`src/hdl/pfd_pkg.sv`:
```
// ----------------------------------------------------------------------------
// PPS frequency discipline package
// Shared constants, register indexes and widths for the discipline loop.
// ----------------------------------------------------------------------------
package pfd_pkg;

	localparam int RING_DEPTH_DEF = 128;

	// Configuration port.
	localparam int CFG_IDX_W  = 4;
	localparam int CFG_DATA_W = 32;

	localparam logic [CFG_IDX_W-1:0] REG_ENABLE_ADJUST   = CFG_IDX_W'(0);
	localparam logic [CFG_IDX_W-1:0] REG_COUNTS_PER_WRAP = CFG_IDX_W'(1);
	localparam logic [CFG_IDX_W-1:0] REG_NOMINAL_HZ      = CFG_IDX_W'(2);
	localparam logic [CFG_IDX_W-1:0] REG_PWM_START       = CFG_IDX_W'(3);

	// Register reset values.
	localparam logic [16:0] COUNTS_PER_WRAP_RST = 17'd65536;
	localparam logic [31:0] NOMINAL_HZ_RST      = 32'd72000000;
	localparam logic [15:0] PWM_START_RST       = 16'd32768;

	// Loop constants.
	localparam logic [31:0] PPS_TIMEOUT_MS = 32'd1300;
	localparam int          ERR_LIMIT      = 2000;
	localparam int          SQUARE_MIN     = 3;
	localparam logic [31:0] AVG_NO_SAMPLES = 32'h0000_FFFF;

	// Scale of 1e9 * 100 = 0x17_4876_E800, split at bit 20 for two narrow products.
	localparam int          SCALE_SPLIT = 20;
	localparam int          SCALE_W     = 37;
	localparam logic [31:0] SCALE_LO    = 32'h0006_E800;
	localparam logic [31:0] SCALE_HI    = 32'h0001_7487;

	// Field widths.
	localparam int ERR_W = 12;

endpackage

```
`src/hdl/pfd_if.sv`:
```
// ----------------------------------------------------------------------------
// PPS frequency discipline channels
// Valid/ready channels for events, results and configuration writes.
// ----------------------------------------------------------------------------
interface pfd_evt_if;
	logic        valid;
	logic        ready;
	logic        func;
	logic [15:0] capture_count;
	logic [31:0] now_ms;

	modport source (output valid, func, capture_count, now_ms, input ready);
	modport sink   (input valid, func, capture_count, now_ms, output ready);
endinterface

interface pfd_res_if;
	logic               valid;
	logic               ready;
	logic        [31:0] measured_cycles;
	logic signed [11:0] freq_error;
	logic        [15:0] pwm_compare;
	logic signed [31:0] avg_error_ppb_x100;
	logic        [7:0]  sample_count;

	modport source (output valid, measured_cycles, freq_error, pwm_compare,
		avg_error_ppb_x100, sample_count, input ready);
	modport sink   (input valid, measured_cycles, freq_error, pwm_compare,
		avg_error_ppb_x100, sample_count, output ready);
endinterface

interface pfd_cfg_if import pfd_pkg::*; ();
	logic                  valid;
	logic                  ready;
	logic [CFG_IDX_W-1:0]  index;
	logic [CFG_DATA_W-1:0] data;

	modport source (output valid, index, data, input ready);
	modport sink   (input valid, index, data, output ready);
endinterface

```
`src/hdl/pfd_ram.sv`:
```
// ----------------------------------------------------------------------------
// Generic RAM
// One write port, one read port with registered read data.
// ----------------------------------------------------------------------------
module pfd_ram #(
	parameter int WIDTH = 12,
	parameter int DEPTH = 128,
	localparam int AW = (DEPTH > 1) ? $clog2(DEPTH) : 1
) (
	input  logic             clk,
	input  logic             we,
	input  logic [AW-1:0]    waddr,
	input  logic [WIDTH-1:0] wdata,
	input  logic [AW-1:0]    raddr,
	output logic [WIDTH-1:0] rdata
);

	logic [WIDTH-1:0] mem [DEPTH];

	always_ff @(posedge clk) begin
		if (we) begin
			mem[waddr] <= wdata;
		end
		rdata <= mem[raddr];
	end

endmodule

```
`src/hdl/pfd_div.sv`:
```
// ----------------------------------------------------------------------------
// Unsigned bit-serial divider
// Restoring division, one quotient bit per cycle.
// ----------------------------------------------------------------------------
module pfd_div #(
	parameter int NUM_W = 55,
	parameter int DEN_W = 40
) (
	input  logic             clk,
	input  logic             arst_n,
	input  logic             start,
	input  logic [NUM_W-1:0] num,
	input  logic [DEN_W-1:0] den,
	output logic             done,
	output logic [31:0]      quot
);

	localparam int CNT_W = $clog2(NUM_W + 1);

	logic             busy_q;
	logic             done_q;
	logic [CNT_W-1:0] cnt_q;
	logic [DEN_W-1:0] rem_q;
	logic [NUM_W-1:0] quo_q;
	logic [DEN_W-1:0] den_q;
	logic [DEN_W:0]   rem_sh;
	logic [DEN_W:0]   rem_sub;
	logic             ge;

	// The numerator shifts out of the top of quo_q while quotient bits enter below.
	assign rem_sh  = {rem_q, quo_q[NUM_W-1]};
	assign ge      = rem_sh >= {1'b0, den_q};
	assign rem_sub = rem_sh - {1'b0, den_q};

	always_ff @(posedge clk or negedge arst_n) begin
		if (!arst_n) begin
			busy_q <= 1'b0;
			done_q <= 1'b0;
			cnt_q  <= '0;
		end else begin
			done_q <= 1'b0;
			if (start) begin
				busy_q <= 1'b1;
				cnt_q  <= CNT_W'(NUM_W);
			end else if (busy_q) begin
				cnt_q <= cnt_q - CNT_W'(1);
				if (cnt_q == CNT_W'(1)) begin
					busy_q <= 1'b0;
					done_q <= 1'b1;
				end
			end
		end
	end

	// The partial remainder stays below the divisor, so it fits in DEN_W bits.
	always_ff @(posedge clk) begin
		if (start) begin
			rem_q <= '0;
			quo_q <= num;
			den_q <= den;
		end else if (busy_q) begin
			rem_q <= ge ? rem_sub[DEN_W-1:0] : rem_sh[DEN_W-1:0];
			quo_q <= {quo_q[NUM_W-2:0], ge};
		end
	end

	assign done = done_q;
	assign quot = quo_q[31:0];

endmodule

```
`src/hdl/pps_frequency_discipline.sv`:
```
// ----------------------------------------------------------------------------
// PPS frequency discipline
// Measures cycles between PPS captures, trims the oscillator PWM value and
// reports the running average error in ppb x 100.
// ----------------------------------------------------------------------------
// Usage: events enter on evt (func 0 = timer wrap, func 1 = PPS capture) and
// each one yields exactly one result word on res, showing the state after the
// event. Configuration words on cfg are always taken and should only be sent
// while no event is in flight.
// A measuring PPS capture passes the states MULW, MEAS, SQUARE and TRIM and
// then DEN, NLO, NHI, DSTART, DWAIT and FIN; a wrap or a capture that does
// not measure goes straight to DEN. When no samples are held or the nominal
// rate is zero the divide is skipped and DSTART goes on to FIN. Almost all
// of the time is the bit-serial divider that forms the average; a shared
// 32x32 multiplier handles the measurement, the error square and the average
// scaling one product per cycle. evt.ready is high only between events, so
// the next event is taken at the earliest in the same cycle in which the
// result word appears.
// The result sits in an output register: a stalled receiver does not hold up
// the next event until its own result is ready, and then the block waits.
// Reset clears all loop state, loads the PWM value with its start value and
// empties the error ring; no clearing pass is needed.
// ----------------------------------------------------------------------------
module pps_frequency_discipline
	import pfd_pkg::*;
#(
	parameter int RING_DEPTH = RING_DEPTH_DEF
) (
	input  logic    clk,
	input  logic    arst_n,
	pfd_evt_if.sink evt,
	pfd_res_if.source res,
	pfd_cfg_if.sink cfg
);

	localparam int PTR_W  = (RING_DEPTH > 1) ? $clog2(RING_DEPTH) : 1;
	localparam int SAMP_W = $clog2(RING_DEPTH + 1);
	localparam int SUM_W  = ERR_W + PTR_W;
	localparam int NUM_W  = SUM_W - 1 + SCALE_W;
	localparam int DEN_W  = 32 + SAMP_W;

	localparam logic [3:0] ST_IDLE   = 4'd0;
	localparam logic [3:0] ST_MULW   = 4'd1;
	localparam logic [3:0] ST_MEAS   = 4'd2;
	localparam logic [3:0] ST_SQUARE = 4'd3;
	localparam logic [3:0] ST_TRIM   = 4'd4;
	localparam logic [3:0] ST_DEN    = 4'd5;
	localparam logic [3:0] ST_NLO    = 4'd6;
	localparam logic [3:0] ST_NHI    = 4'd7;
	localparam logic [3:0] ST_DSTART = 4'd8;
	localparam logic [3:0] ST_DWAIT  = 4'd9;
	localparam logic [3:0] ST_FIN    = 4'd10;

	logic [3:0] state_q;

	// Configuration.
	logic        enable_q;
	logic [16:0] cpw_q;
	logic [31:0] nominal_q;

	// Loop state.
	logic [31:0]             wrap_q;
	logic [15:0]             prev_cap_q;
	logic [31:0]             last_ms_q;
	logic [31:0]             measured_q;
	logic                    first_q;
	logic [15:0]             pwm_q;
	logic [PTR_W-1:0]        ptr_q;
	logic signed [SUM_W-1:0] sum_q;
	logic [SAMP_W-1:0]       samples_q;

	// Work registers.
	logic [15:0]      cap_q;
	logic [31:0]      now_q;
	logic [63:0]      prod_q;
	logic [DEN_W-1:0] den_q;
	logic [63:0]      nlo_q;
	logic [31:0]      avg_q;

	// Output register.
	logic               res_valid_q;
	logic [31:0]        res_meas_q;
	logic signed [11:0] res_err_q;
	logic [15:0]        res_pwm_q;
	logic [31:0]        res_avg_q;
	logic [7:0]         res_samp_q;

	logic evt_acc;
	logic pps_ok;
	logic [31:0] mul_a;
	logic [31:0] mul_b;

	logic [31:0]             diff;
	logic                    err_ok;
	logic signed [ERR_W-1:0] err;
	logic                    err_neg;
	logic [10:0]             mag;
	logic signed [ERR_W-1:0] half_e;
	logic [15:0]             adj;
	logic                    ring_full;
	logic [ERR_W-1:0]        ram_rdata;
	logic signed [SUM_W-1:0] old_ext;
	logic signed [SUM_W-1:0] err_ext;
	logic signed [SUM_W-1:0] sum_abs_full;
	logic [SUM_W-2:0]        sum_abs;
	logic                    sum_neg;
	logic [NUM_W-1:0]        num_w;
	logic                    div_start;
	logic                    div_done;
	logic [31:0]             div_quot;
	logic [31:0]             samp_ext;

	assign evt_acc   = evt.valid && evt.ready;
	assign evt.ready = (state_q == ST_IDLE);
	assign cfg.ready = 1'b1;

	// A measurement needs a previous PPS less than the timeout ago.
	assign pps_ok = !first_q && ((evt.now_ms - last_ms_q) < PPS_TIMEOUT_MS);

	// Error against nominal, zeroed for no measurement or a glitch.
	assign diff    = measured_q - nominal_q;
	assign err_ok  = (measured_q != 32'd0) && ($signed(diff) <= ERR_LIMIT)
		&& ($signed(diff) >= -ERR_LIMIT);
	assign err     = err_ok ? $signed(diff[ERR_W-1:0]) : '0;
	assign err_neg = err[ERR_W-1];
	assign mag     = err_neg ? 11'(-err) : 11'(err);

	// Small errors are halved toward zero; large ones use the signed square.
	assign half_e = (err + $signed(ERR_W'(err_neg))) >>> 1;
	assign adj = (mag > 11'(SQUARE_MIN))
		? (err_neg ? (16'd0 - prod_q[15:0]) : prod_q[15:0])
		: {{(16 - ERR_W){half_e[ERR_W-1]}}, half_e};

	// Until the ring is full the entry being overwritten counts as zero; the RAM has no reset.
	assign ring_full = (samples_q == SAMP_W'(RING_DEPTH));
	assign old_ext   = ring_full
		? {{(SUM_W - ERR_W){ram_rdata[ERR_W-1]}}, ram_rdata} : '0;
	assign err_ext   = {{(SUM_W - ERR_W){err[ERR_W-1]}}, err};

	assign sum_neg      = sum_q[SUM_W-1];
	assign sum_abs_full = sum_neg ? -sum_q : sum_q;
	assign sum_abs      = sum_abs_full[SUM_W-2:0];

	assign num_w     = (NUM_W'(prod_q) << SCALE_SPLIT) + NUM_W'(nlo_q);
	assign samp_ext  = 32'(samples_q);
	assign div_start = (state_q == ST_DSTART) && (samples_q != '0)
		&& (nominal_q != 32'd0);

	always_comb begin
		unique case (state_q)
			ST_MULW: begin
				mul_a = 32'(cpw_q);
				mul_b = wrap_q;
			end
			ST_SQUARE: begin
				mul_a = 32'(mag);
				mul_b = 32'(mag);
			end
			ST_DEN: begin
				mul_a = nominal_q;
				mul_b = samp_ext;
			end
			ST_NLO: begin
				mul_a = 32'(sum_abs);
				mul_b = SCALE_LO;
			end
			ST_NHI: begin
				mul_a = 32'(sum_abs);
				mul_b = SCALE_HI;
			end
			default: begin
				mul_a = '0;
				mul_b = '0;
			end
		endcase
	end

	pfd_ram #(
		.WIDTH(ERR_W),
		.DEPTH(RING_DEPTH)
	) u_ring (
		.clk   (clk),
		.we    (state_q == ST_TRIM),
		.waddr (ptr_q),
		.wdata (err),
		.raddr (ptr_q),
		.rdata (ram_rdata)
	);

	pfd_div #(
		.NUM_W(NUM_W),
		.DEN_W(DEN_W)
	) u_div (
		.clk    (clk),
		.arst_n (arst_n),
		.start  (div_start),
		.num    (num_w),
		.den    (den_q),
		.done   (div_done),
		.quot   (div_quot)
	);

	// Configuration registers. The PWM start value only matters at reset, where
	// it is always the reset value, so a write to it has no lasting effect.
	always_ff @(posedge clk or negedge arst_n) begin
		if (!arst_n) begin
			enable_q  <= 1'b0;
			cpw_q     <= COUNTS_PER_WRAP_RST;
			nominal_q <= NOMINAL_HZ_RST;
		end else if (cfg.valid && cfg.ready) begin
			unique case (cfg.index)
				REG_ENABLE_ADJUST:   enable_q  <= cfg.data[0];
				REG_COUNTS_PER_WRAP: cpw_q     <= cfg.data[16:0];
				REG_NOMINAL_HZ:      nominal_q <= cfg.data;
				REG_PWM_START:       ;
				default:             ;
			endcase
		end
	end

	// Sequencer and loop state.
	always_ff @(posedge clk or negedge arst_n) begin
		if (!arst_n) begin
			state_q    <= ST_IDLE;
			wrap_q     <= '0;
			prev_cap_q <= '0;
			last_ms_q  <= '0;
			measured_q <= '0;
			first_q    <= 1'b1;
			pwm_q      <= PWM_START_RST;
			ptr_q      <= '0;
			sum_q      <= '0;
			samples_q  <= '0;
		end else begin
			unique case (state_q)
				ST_IDLE: begin
					if (evt_acc) begin
						if (!evt.func) begin
							wrap_q  <= wrap_q + 32'd1;
							state_q <= ST_DEN;
						end else if (enable_q && pps_ok) begin
							state_q <= ST_MULW;
						end else begin
							if (enable_q) begin
								prev_cap_q <= evt.capture_count;
								wrap_q     <= '0;
								last_ms_q  <= evt.now_ms;
								first_q    <= 1'b0;
							end
							state_q <= ST_DEN;
						end
					end
				end
				ST_MULW: state_q <= ST_MEAS;
				ST_MEAS: begin
					measured_q <= 32'(cap_q) - 32'(prev_cap_q) + prod_q[31:0];
					prev_cap_q <= cap_q;
					wrap_q     <= '0;
					last_ms_q  <= now_q;
					first_q    <= 1'b0;
					state_q    <= ST_SQUARE;
				end
				ST_SQUARE: state_q <= ST_TRIM;
				ST_TRIM: begin
					if (err != '0) begin
						pwm_q <= pwm_q - adj;
					end
					sum_q <= sum_q - old_ext + err_ext;
					if (ptr_q == PTR_W'(RING_DEPTH - 1)) begin
						ptr_q <= '0;
					end else begin
						ptr_q <= ptr_q + PTR_W'(1);
					end
					if (!ring_full) begin
						samples_q <= samples_q + SAMP_W'(1);
					end
					state_q <= ST_DEN;
				end
				ST_DEN:    state_q <= ST_NLO;
				ST_NLO:    state_q <= ST_NHI;
				ST_NHI:    state_q <= ST_DSTART;
				ST_DSTART: state_q <= div_start ? ST_DWAIT : ST_FIN;
				ST_DWAIT: begin
					if (div_done) begin
						state_q <= ST_FIN;
					end
				end
				ST_FIN: begin
					if (!res_valid_q || res.ready) begin
						state_q <= ST_IDLE;
					end
				end
				default: state_q <= ST_IDLE;
			endcase
		end
	end

	// Work registers.
	always_ff @(posedge clk) begin
		prod_q <= mul_a * mul_b;
		if (evt_acc) begin
			cap_q <= evt.capture_count;
			now_q <= evt.now_ms;
		end
		if (state_q == ST_NLO) begin
			den_q <= prod_q[DEN_W-1:0];
		end
		if (state_q == ST_NHI) begin
			nlo_q <= prod_q;
		end
		if (state_q == ST_DSTART) begin
			avg_q <= (samples_q == '0) ? AVG_NO_SAMPLES : 32'd0;
		end
		if (state_q == ST_DWAIT && div_done) begin
			avg_q <= sum_neg ? (32'd0 - div_quot) : div_quot;
		end
	end

	// Output register.
	always_ff @(posedge clk or negedge arst_n) begin
		if (!arst_n) begin
			res_valid_q <= 1'b0;
		end else if (state_q == ST_FIN && (!res_valid_q || res.ready)) begin
			res_valid_q <= 1'b1;
		end else if (res.ready) begin
			res_valid_q <= 1'b0;
		end
	end

	always_ff @(posedge clk) begin
		if (state_q == ST_FIN && (!res_valid_q || res.ready)) begin
			res_meas_q <= measured_q;
			res_err_q  <= err;
			res_pwm_q  <= pwm_q;
			res_avg_q  <= avg_q;
			res_samp_q <= samp_ext[7:0];
		end
	end

	assign res.valid              = res_valid_q;
	assign res.measured_cycles    = res_meas_q;
	assign res.freq_error         = res_err_q;
	assign res.pwm_compare        = res_pwm_q;
	assign res.avg_error_ppb_x100 = $signed(res_avg_q);
	assign res.sample_count       = res_samp_q;

endmodule

```
`src/flat_wrapper.sv`:
```
// flat-port wrapper written by rule: the top's interface ports become plain ports
module pps_frequency_discipline_flat import pfd_pkg::*;
#(
	parameter int RING_DEPTH = RING_DEPTH_DEF
)
  (clk, arst_n, evt_valid, evt_func, evt_capture_count, evt_now_ms, evt_ready, res_valid, res_measured_cycles, res_freq_error, res_pwm_compare, res_avg_error_ppb_x100, res_sample_count, res_ready, cfg_valid, cfg_index, cfg_data, cfg_ready);
  pfd_evt_if evt_i ();
  pfd_res_if res_i ();
  pfd_cfg_if cfg_i ();
  input  logic clk;
  input  logic arst_n;
  input wire logic [$bits(evt_i.valid)-1:0] evt_valid;
  input wire logic [$bits(evt_i.func)-1:0] evt_func;
  input wire logic [$bits(evt_i.capture_count)-1:0] evt_capture_count;
  input wire logic [$bits(evt_i.now_ms)-1:0] evt_now_ms;
  output wire logic [$bits(evt_i.ready)-1:0] evt_ready;
  output wire logic [$bits(res_i.valid)-1:0] res_valid;
  output wire logic [$bits(res_i.measured_cycles)-1:0] res_measured_cycles;
  output wire logic [$bits(res_i.freq_error)-1:0] res_freq_error;
  output wire logic [$bits(res_i.pwm_compare)-1:0] res_pwm_compare;
  output wire logic [$bits(res_i.avg_error_ppb_x100)-1:0] res_avg_error_ppb_x100;
  output wire logic [$bits(res_i.sample_count)-1:0] res_sample_count;
  input wire logic [$bits(res_i.ready)-1:0] res_ready;
  input wire logic [$bits(cfg_i.valid)-1:0] cfg_valid;
  input wire logic [$bits(cfg_i.index)-1:0] cfg_index;
  input wire logic [$bits(cfg_i.data)-1:0] cfg_data;
  output wire logic [$bits(cfg_i.ready)-1:0] cfg_ready;
  assign evt_i.valid = evt_valid;
  assign evt_i.func = evt_func;
  assign evt_i.capture_count = evt_capture_count;
  assign evt_i.now_ms = evt_now_ms;
  assign evt_ready = evt_i.ready;
  assign res_valid = res_i.valid;
  assign res_measured_cycles = res_i.measured_cycles;
  assign res_freq_error = res_i.freq_error;
  assign res_pwm_compare = res_i.pwm_compare;
  assign res_avg_error_ppb_x100 = res_i.avg_error_ppb_x100;
  assign res_sample_count = res_i.sample_count;
  assign res_i.ready = res_ready;
  assign cfg_i.valid = cfg_valid;
  assign cfg_i.index = cfg_index;
  assign cfg_i.data = cfg_data;
  assign cfg_ready = cfg_i.ready;
  pps_frequency_discipline #(.RING_DEPTH(RING_DEPTH)) u_core (.clk(clk), .arst_n(arst_n), .evt(evt_i), .res(res_i), .cfg(cfg_i));
endmodule
```
`config.mk`:
```
export PLATFORM = sky130hd
export DESIGN_NAME = pps_frequency_discipline_flat
export DESIGN_NICKNAME = d
export VERILOG_FILES = /design/src/hdl/pfd_pkg.sv /design/src/hdl/pfd_if.sv /design/src/hdl/pfd_ram.sv /design/src/hdl/pfd_div.sv /design/src/hdl/pps_frequency_discipline.sv /design/src/flat_wrapper.sv
export SDC_FILE = /design/constraint.sdc
export NUM_CORES = 2
export LEC_CHECK = 0
export BUFFER_PORTS_ARGS = -buffer_cell sky130_fd_sc_hd__buf_2
export CAP_MARGIN = 0
export CORE_UTILIZATION = 40
export CTS_BUF_LIST = sky130_fd_sc_hd__clkbuf_2
export DETAILED_ROUTE_END_ITERATION = 10
export HOLD_SLACK_MARGIN = 0.12
export PLACE_DENSITY = 0.61
export SLEW_MARGIN = 20
export SYNTH_ARGS = -nofsm -noshare
export SYNTH_HDL_FRONTEND = slang
export SYNTH_SLANG_ARGS = --single-unit
```
`constraint.sdc`:
```
create_clock -name clk -period 21.5 [get_ports clk]
set_input_delay 2.15 -clock clk [delete_from_list [all_inputs] [get_ports clk]]
set_output_delay 2.15 -clock clk [all_outputs]
set_load 0.01 [all_outputs]
```
# Word level (Yosys, flattened, before mapping)
# Memory sizes are Yosys's and may differ from the RTL's. A register that Yosys moved wholly into a read port is not among the register bits.
# Index checks and enable logic that the tools add are counted.
totals:
  regBits: 691
  ram_bits: 1536
  output_inout_bits: 103
  mem_count: 1
classes:
  add_sub_neg: 18
  multipliers: 1
  magnitude_cmp: 5
  eq_ne: 23
  n_mux: 55
  bitwise: 1
  reduce_logical: 32
memory_table:
  columns: ["name", "depth", "width", "rd", "rd_ports_with_merged_regs", "write_ports", "line", "rtl"]
  rows:
  - ["u_core.u_ring.mem", 128, 12, 1, 1, 1, "pfd_ram.sv:18", "logic [WIDTH-1:0] mem [DEPTH];"]
ops:
  columns: ["op", "n"]
  rows:
  - ["32-bit 2-to-1 mux", 11]
  - ["32-bit one-hot mux with 5 select lines", 1]
  - ["32-bit one-hot mux with 2 select lines", 2]
  - ["32-bit one-hot mux with 4 select lines", 1]
  - ["16-bit 2-to-1 mux", 7]
  - ["55-bit 2-to-1 mux", 2]
  - ["32-bit nonzero test", 2]
  - ["32-bit subtractor", 2]
  - ["55-bit adder", 1]
  - ["32-bit by 32-bit multiplier with 55-bit output", 1]
  - ["4-bit one-hot mux with 11 select lines", 1]
  - ["41-bit by 40-bit greater-or-equal comparator with 1-bit output", 1]
  - ["40-bit 2-to-1 mux", 1]
  - ["40-bit subtractor", 1]
  - ["32-bit by 1-bit adder with 32-bit output (second input constant)", 1]
  - ["32-bit adder", 1]
  - ["32-bit by 12-bit greater-or-equal comparator with 1-bit output (second input constant)", 1]
  - ["32-bit by 12-bit <= comparator with 1-bit output (second input constant)", 1]
  - ["32-bit by 11-bit < comparator with 1-bit output (second input constant)", 1]
  - ["16-bit one-hot mux with 2 select lines", 1]
  - ["1-bit by 32-bit subtractor with 32-bit output (first input constant)", 1]
  - ["19-bit by 12-bit adder with 19-bit output", 1]
  - ["19-bit 2-to-1 mux", 1]
  - ["19-bit subtractor", 1]
  - ["43 further kinds", 91]

# Depth between registers and ports, before layout
depth:
  ltp_word: 10
  mapped_depth: 57
  ltp_nobuf: 54

# Hierarchy
# Synthesis repeated with hierarchy kept, for this count alone.
unflattened:
  cells_unflattened: 9242
  hier_area_um2: 127109.4
modules_own_cells:
  columns: ["mod", "n_inst", "cells_each", "area_per_inst_um2", "seq_area_each_um2"]
  rows:
  - ["pps_frequency_discipline", 1, 6066, 59639.7, 14826.7]
  - ["pfd_ram", 1, 2362, 59128.0, 46364.5]
  - ["pfd_div", 1, 814, 8341.8, 3853.7]

# Worst setup path before layout
# No wires, ideal clock.
synth_path:
  kind: "register -> register"
  startpoint: "register u_core.nominal_q[9]"
  endpoint: "register u_core.prod_q[52]"
  t_arrival_ns: 17.600
  required_ns: 21.430
  slack_ns: 3.830
  stages_incl_launch_ff: 51
  path_buffers: 2
  synth_period_minus_slack_ns: 17.670
  cell_sequence: "dfstp_2 -> inv_1 -> ha_1 -> and2_1 -> a221o_1 -> a31o_2 -> a21oi_2 -> o211a_1 -> or3_4 -> and2_4 -> mux2_1 -> or4_4 -> buf_6 -> nor3_4 -> nor2_2 -> nor2_1 -> inv_1 -> ha_1 -> [15 not listed] -> inv_1 -> fa_1 -> fa_1 -> inv_1 -> fa_1 -> inv_1 -> ha_1 -> inv_1 -> nor4b_1 -> o22a_1 -> nor3b_1 -> o21ai_0 -> o31ai_1 -> o21ai_0 -> a21boi_0 -> nand4_1 -> a311oi_1 -> xor2_1"
synth_between:
  word_cells_on_any_way: 11
synth_lines:
  columns: ["element", "line", "rtl"]
  rows:
  - ["start, declared", "pps_frequency_discipline.sv:59", "logic [31:0] nominal_q;"]
  - ["start signal, assigned", "pps_frequency_discipline.sv:214", "REG_NOMINAL_HZ: nominal_q <= cfg.data;"]
  - ["32-bit subtractor *", "pps_frequency_discipline.sv:121", "assign diff = measured_q - nominal_q;"]
  - ["32-bit by 12-bit <= comparator with 1-bit output", "pps_frequency_discipline.sv:122", "assign err_ok = (measured_q != 32'd0) && ($signed(diff) <= ERR_LIMIT)"]
  - ["1-bit logical AND", "pps_frequency_discipline.sv:122", null]
  - ["1-bit logical AND", "pps_frequency_discipline.sv:123", "&& ($signed(diff) >= -ERR_LIMIT);"]
  - ["12-bit 2-to-1 mux *", "pps_frequency_discipline.sv:124", "assign err = err_ok ? $signed(diff[ERR_W-1:0]) : '0;"]
  - ["via u_core.err[11]", "pps_frequency_discipline.sv:95", "logic signed [ERR_W-1:0] err;"]
  - ["11-bit 2-to-1 mux *", "pps_frequency_discipline.sv:126", "assign mag = err_neg ? 11'(-err) : 11'(err);"]
  - ["32-bit one-hot mux with 5 select lines / 32-bit one-hot mux with 4 select lines (equally long branches)", "pps_frequency_discipline.sv:150", "unique case (state_q)"]
  - ["32-bit by 32-bit multiplier with 55-bit output *", "pps_frequency_discipline.sv:300", "prod_q <= mul_a * mul_b;"]
  - ["end signal, assigned", "pps_frequency_discipline.sv:300", null]
  - ["end, declared", "pps_frequency_discipline.sv:75", "logic [63:0] prod_q;"]
# Mark *: on every way through the listed nets, which the timed path passes. The rest lies on a longest branch.
# A chain may end at the register's enable or synchronous reset.

# Worst setup path in the final report
layout_path:
  startpoint: "register u_core.measured_q[0]"
  endpoint: "register u_core.prod_q[52]"
layout_between:
  word_cells_on_any_way: 12
layout_lines:
  columns: ["element", "line", "rtl"]
  rows:
  - ["start, declared", "pps_frequency_discipline.sv:65", "logic [31:0] measured_q;"]
  - ["start signal, assigned", "pps_frequency_discipline.sv:256", "measured_q <= 32'(cap_q) - 32'(prev_cap_q) + prod_q[31:0];"]
  - ["32-bit subtractor", "pps_frequency_discipline.sv:121", null]
  - ["32-bit by 12-bit <= comparator with 1-bit output", "pps_frequency_discipline.sv:122", null]
  - ["1-bit logical AND", "pps_frequency_discipline.sv:122", null]
  - ["1-bit logical AND", "pps_frequency_discipline.sv:123", null]
  - ["12-bit 2-to-1 mux *", "pps_frequency_discipline.sv:124", null]
  - ["via u_core.err[11]", "pps_frequency_discipline.sv:95", null]
  - ["11-bit 2-to-1 mux *", "pps_frequency_discipline.sv:126", null]
  - ["32-bit one-hot mux with 5 select lines / 32-bit one-hot mux with 4 select lines (equally long branches)", "pps_frequency_discipline.sv:150", null]
  - ["32-bit by 32-bit multiplier with 55-bit output *", "pps_frequency_discipline.sv:300", null]
# Marks and branches as above.

==> run summary <==
H-tree levels - 6
routability cong. - 0.955
MaxCap Viol Count - 0
initial antenna violation count - 37
VDD IR-drop max - 0.200 mV
cell taking the most area after synthesis - edfxtp_1
Worst-Skew Late Latency - 1.90 ns
Main synth FF type - edfxtp_1
hold bufs inserted after CTS - 0
via count - 83800
layout cells sized above 1 - 13.5%
overflow left after global routing - 0
Worst Tran Pin Value - 1.21 ns
total core area - 0.304 sq mm
RSZ-0062 raised after global routing - false
first-pass GRT wire length - 550000 microns
setup TNS - 0 ns
Fmax - 63.5 MHz
Setup Crit Path Kind - reg -> reg
Root Driver - clkbuf_2
GRT Resource Usage Total - 24.0%
placed insts - 14200
Tcrit/Tclk final - 73.3%
Pleak - 55.8 nW
Area after DPL - 0.130 sq mm
cell area after layout - 0.135 sq mm
cts bufs inserted - 567
Boundary Pins - 193
crit path max fanout - 56
Post-Syn Area per Cell - 12.5 sq um
CP peak stage delay - 0.87 ns
Synth cell types - 103
Final min period - 15.76 ns
Comb power frac - 57.1%
post-route ant nets - 0
fin. max-slew vios - 0
Sw Share - 47.2%
final net count - 12100
share of the synthesized area in the top cell type - 46.7%
PortBufs - 191
crit path max-delay cell type - a221o_1
sequential share of power - 28.5%
Non-Filler Instances - 15200
pwr dens - 147 mW/mm^2
Hold WC Path Type - reg -> reg
Max clock buf depth - 4
sw power - 9.37 mW
clk_skew - 0.344 ns
most frequent cell on the critical path - fa_1
register area share after synthesis - 53.1%
wire length per cell - 24.6 microns
post-synthesis cell count - 9826
Pre-antenna DRT Iters - 6
Critical Path AT - 17.59 ns
drt initial violations - 8088
Util after Layout - 44.6%
Power Total - 19.9 mW
largest cells by area after synthesis - edfxtp_1 (47%), fa_1 (14%), ha_1 (4.4%)
clock power share - 14.4%
drt drc - 0
area growth from synthesis to layout - 10.5%
vias per cell - 5.52
EDFF count, synth - 1906
Die X - 556 microns
Worst-path clk slew - 0.11 ns
vias in the first global route - 84600
Synth async-reset ratio - 10.1%
register bit count reported by yosys - 2239
clock sinks - 2239
die area - 0.309 sq mm
mapped cell area - 0.123 sq mm
Worst setup SP type - flip-flop
Total Routed Length - 374000 microns
pin count of the biggest net entering global routing - 114
row count - 202
Worst slew margin - 18.4%
Final Hold Viols - 0
Power Internal - 10.5 mW
post-CTS sizing - 0
endpoint class of the critical path - flip-flop
post-CTS setup buffer count - 0
Setup violations, final - 0
Die Y - 556 microns
starting density of the core - 40.3%
Syn. warnings - 0
outcome - completed
HPWL after DPL - 255000 microns
CP required - 23.33 ns
CTS tree - yes
[worst max-delay path, delay by kind of cell (launching register included)]
kind | cells | cell delay (ns)
adders and majority gates | 12 | 5.25
DFF | 1 | 0.41
and+or+nand+nor | 14 | 3.92
AOI/OAI and AO/OA | 13 | 4.59
buffers and inverters | 9 | 1.05
xor gates and xnor gates | 2 | 0.73
[cells in the final DEF (no fill, tap or decap), types with 58 or more instances in the layout]
cell type  instances
a22o_1           145
dfxtp_1          107
a21o_1           110
nand3_1          130
clkbuf_2         798
conb_1           307
a21oi_1          252
nor2_1           734
xnor2_1          176
nor4_1            64
fa_1             886
xor2_1           153
buf_2            190
ha_1             435
a221oi_1         146
a22oi_1          515
dfrtp_1          212
o21ai_0          364
inv_1           1149
nor3_1            74
buf_4            243
nand4_1          133
clkinv_1         115
a31oi_1          119
and2_1            58
mux2i_1           79
edfxtp_1        1906
mux2_2            64
nand2_1          685
[metal layers]
metal	GRT usage (%)	up-vias	wire (microns)
met3	4.79	696	33600
met5	0	-	153
met1	32.4	42400	155000
met4	9.00	22	14000
li1	-	36800	-
met2	38.0	3958	172000
[cell usage after synthesis (33+ instances only)]
| cell | n |
|---|---|
| nand2b_1 | 57 |
| dfxtp_1 | 107 |
| o21bai_1 | 46 |
| nand4_1 | 133 |
| nor2_1 | 745 |
| and2_1 | 62 |
| xnor2_1 | 176 |
| o21ai_0 | 366 |
| a31oi_1 | 121 |
| xor2_1 | 153 |
| nor4_1 | 65 |
| o31ai_1 | 44 |
| mux2i_1 | 79 |
| fa_1 | 886 |
| inv_1 | 1155 |
| a22oi_1 | 515 |
| dfrtp_1 | 216 |
| ha_1 | 435 |
| a211oi_1 | 46 |
| nor3_1 | 81 |
| a221oi_1 | 146 |
| nand2_1 | 695 |
| o21a_1 | 46 |
| a22o_1 | 145 |
| nor2b_1 | 33 |
| nand3_1 | 130 |
| edfxtp_1 | 1906 |
| o211ai_1 | 36 |
| a21o_1 | 110 |
| clkbuf_1 | 338 |
| a21oi_1 | 265 |
| mux2_2 | 64 |
| buf_1 | 84 |
[cell type report]
class | instances | area (sq um)
Clock inverter | 171 | 990
Clock buffer | 798 | 3990
Antenna cell | 17 | 42.5
Tap cell | 4080 | 5100
Fill cell | 28100 | 168000
Inverter | 1157 | 4360
Timing Repair Buffer | 447 | 3050
Sequential cell | 2239 | 65100
Multi-Input combinational cell | 6279 | 52900
[power groups by stage]
stage | registers, mW | clock network, mW | logic, mW
2_1_floorplan | 5.50 | 0 | 7.71
3_3_place_gp | 5.73 | 0 | 10.9
3_5_place_dp | 5.75 | 0 | 11.0
4_1_cts | 5.65 | 2.94 | 11.1
5_1_grt | 5.69 | 3.15 | 12.5
6_report | 5.66 | 2.87 | 11.3
[stage by stage]
step,hold WS (ns),setup slack [ns]
finish,0.328,5.74
global route,0.379,4.67
CTS,0.238,5.75
detailed placement,0.389,5.51
global placement,0.391,5.81
floorplan,0.386,3.83
[flip-flops by register name (all words and copies together), names as in the netlist, 40 cells and up]
register            flops
u_core.u_div.quo_q     55
u_core.u_ring.mem    1536
u_core.u_div.rem_q     40
u_core.prod_q          55
u_core.den_q           40
u_core.nlo_q           55
u_core.u_div.den_q     40
[cells by family after synthesis]
| family | after synthesis | share of synthesized area (%) |
|---|---|---|
| multiplexers | 145 | 1.26 |
| adder cells (fa/ha/maj) | 1321 | 18.9 |
| other | 2 | 0.00613 |
| flip-flops | 2239 | 53.1 |
| XOR/XNOR | 329 | 2.35 |
| AND/OR/NAND/NOR | 2151 | 7.95 |
| AO/OA/AOI/OAI | 2026 | 11.4 |
| buffers and inverters | 1613 | 5.00 |
[final timing paths]
check / startpoint / end / slack [ns] / depth (start not counted)
setup / recovery: u_core.measured_q[0]$_DFFE_PN0P_ / u_core.prod_q[52]$_DFF_P_ / 5.74 / 50
hold / removal: u_core.u_div.quo_q[48]$_DFFE_PP_ / u_core.u_div.quo_q[49]$_DFFE_PP_ / 0.33 / 2
setup reg to reg: u_core.measured_q[0]$_DFFE_PN0P_ / u_core.prod_q[52]$_DFF_P_ / 5.74 / 50
hold reg to reg: u_core.u_div.quo_q[48]$_DFFE_PP_ / u_core.u_div.quo_q[49]$_DFFE_PP_ / 0.33 / 2
max in group asynchronous: arst_n / u_core.state_q[2]$_DFFE_PN0P_ / 18.51 / 3
min in group asynchronous: arst_n / u_core.nominal_q[25]$_DFFE_PN0P_ / 0.42 / 1
Note: power is estimated with default switching activity, not from simulation.
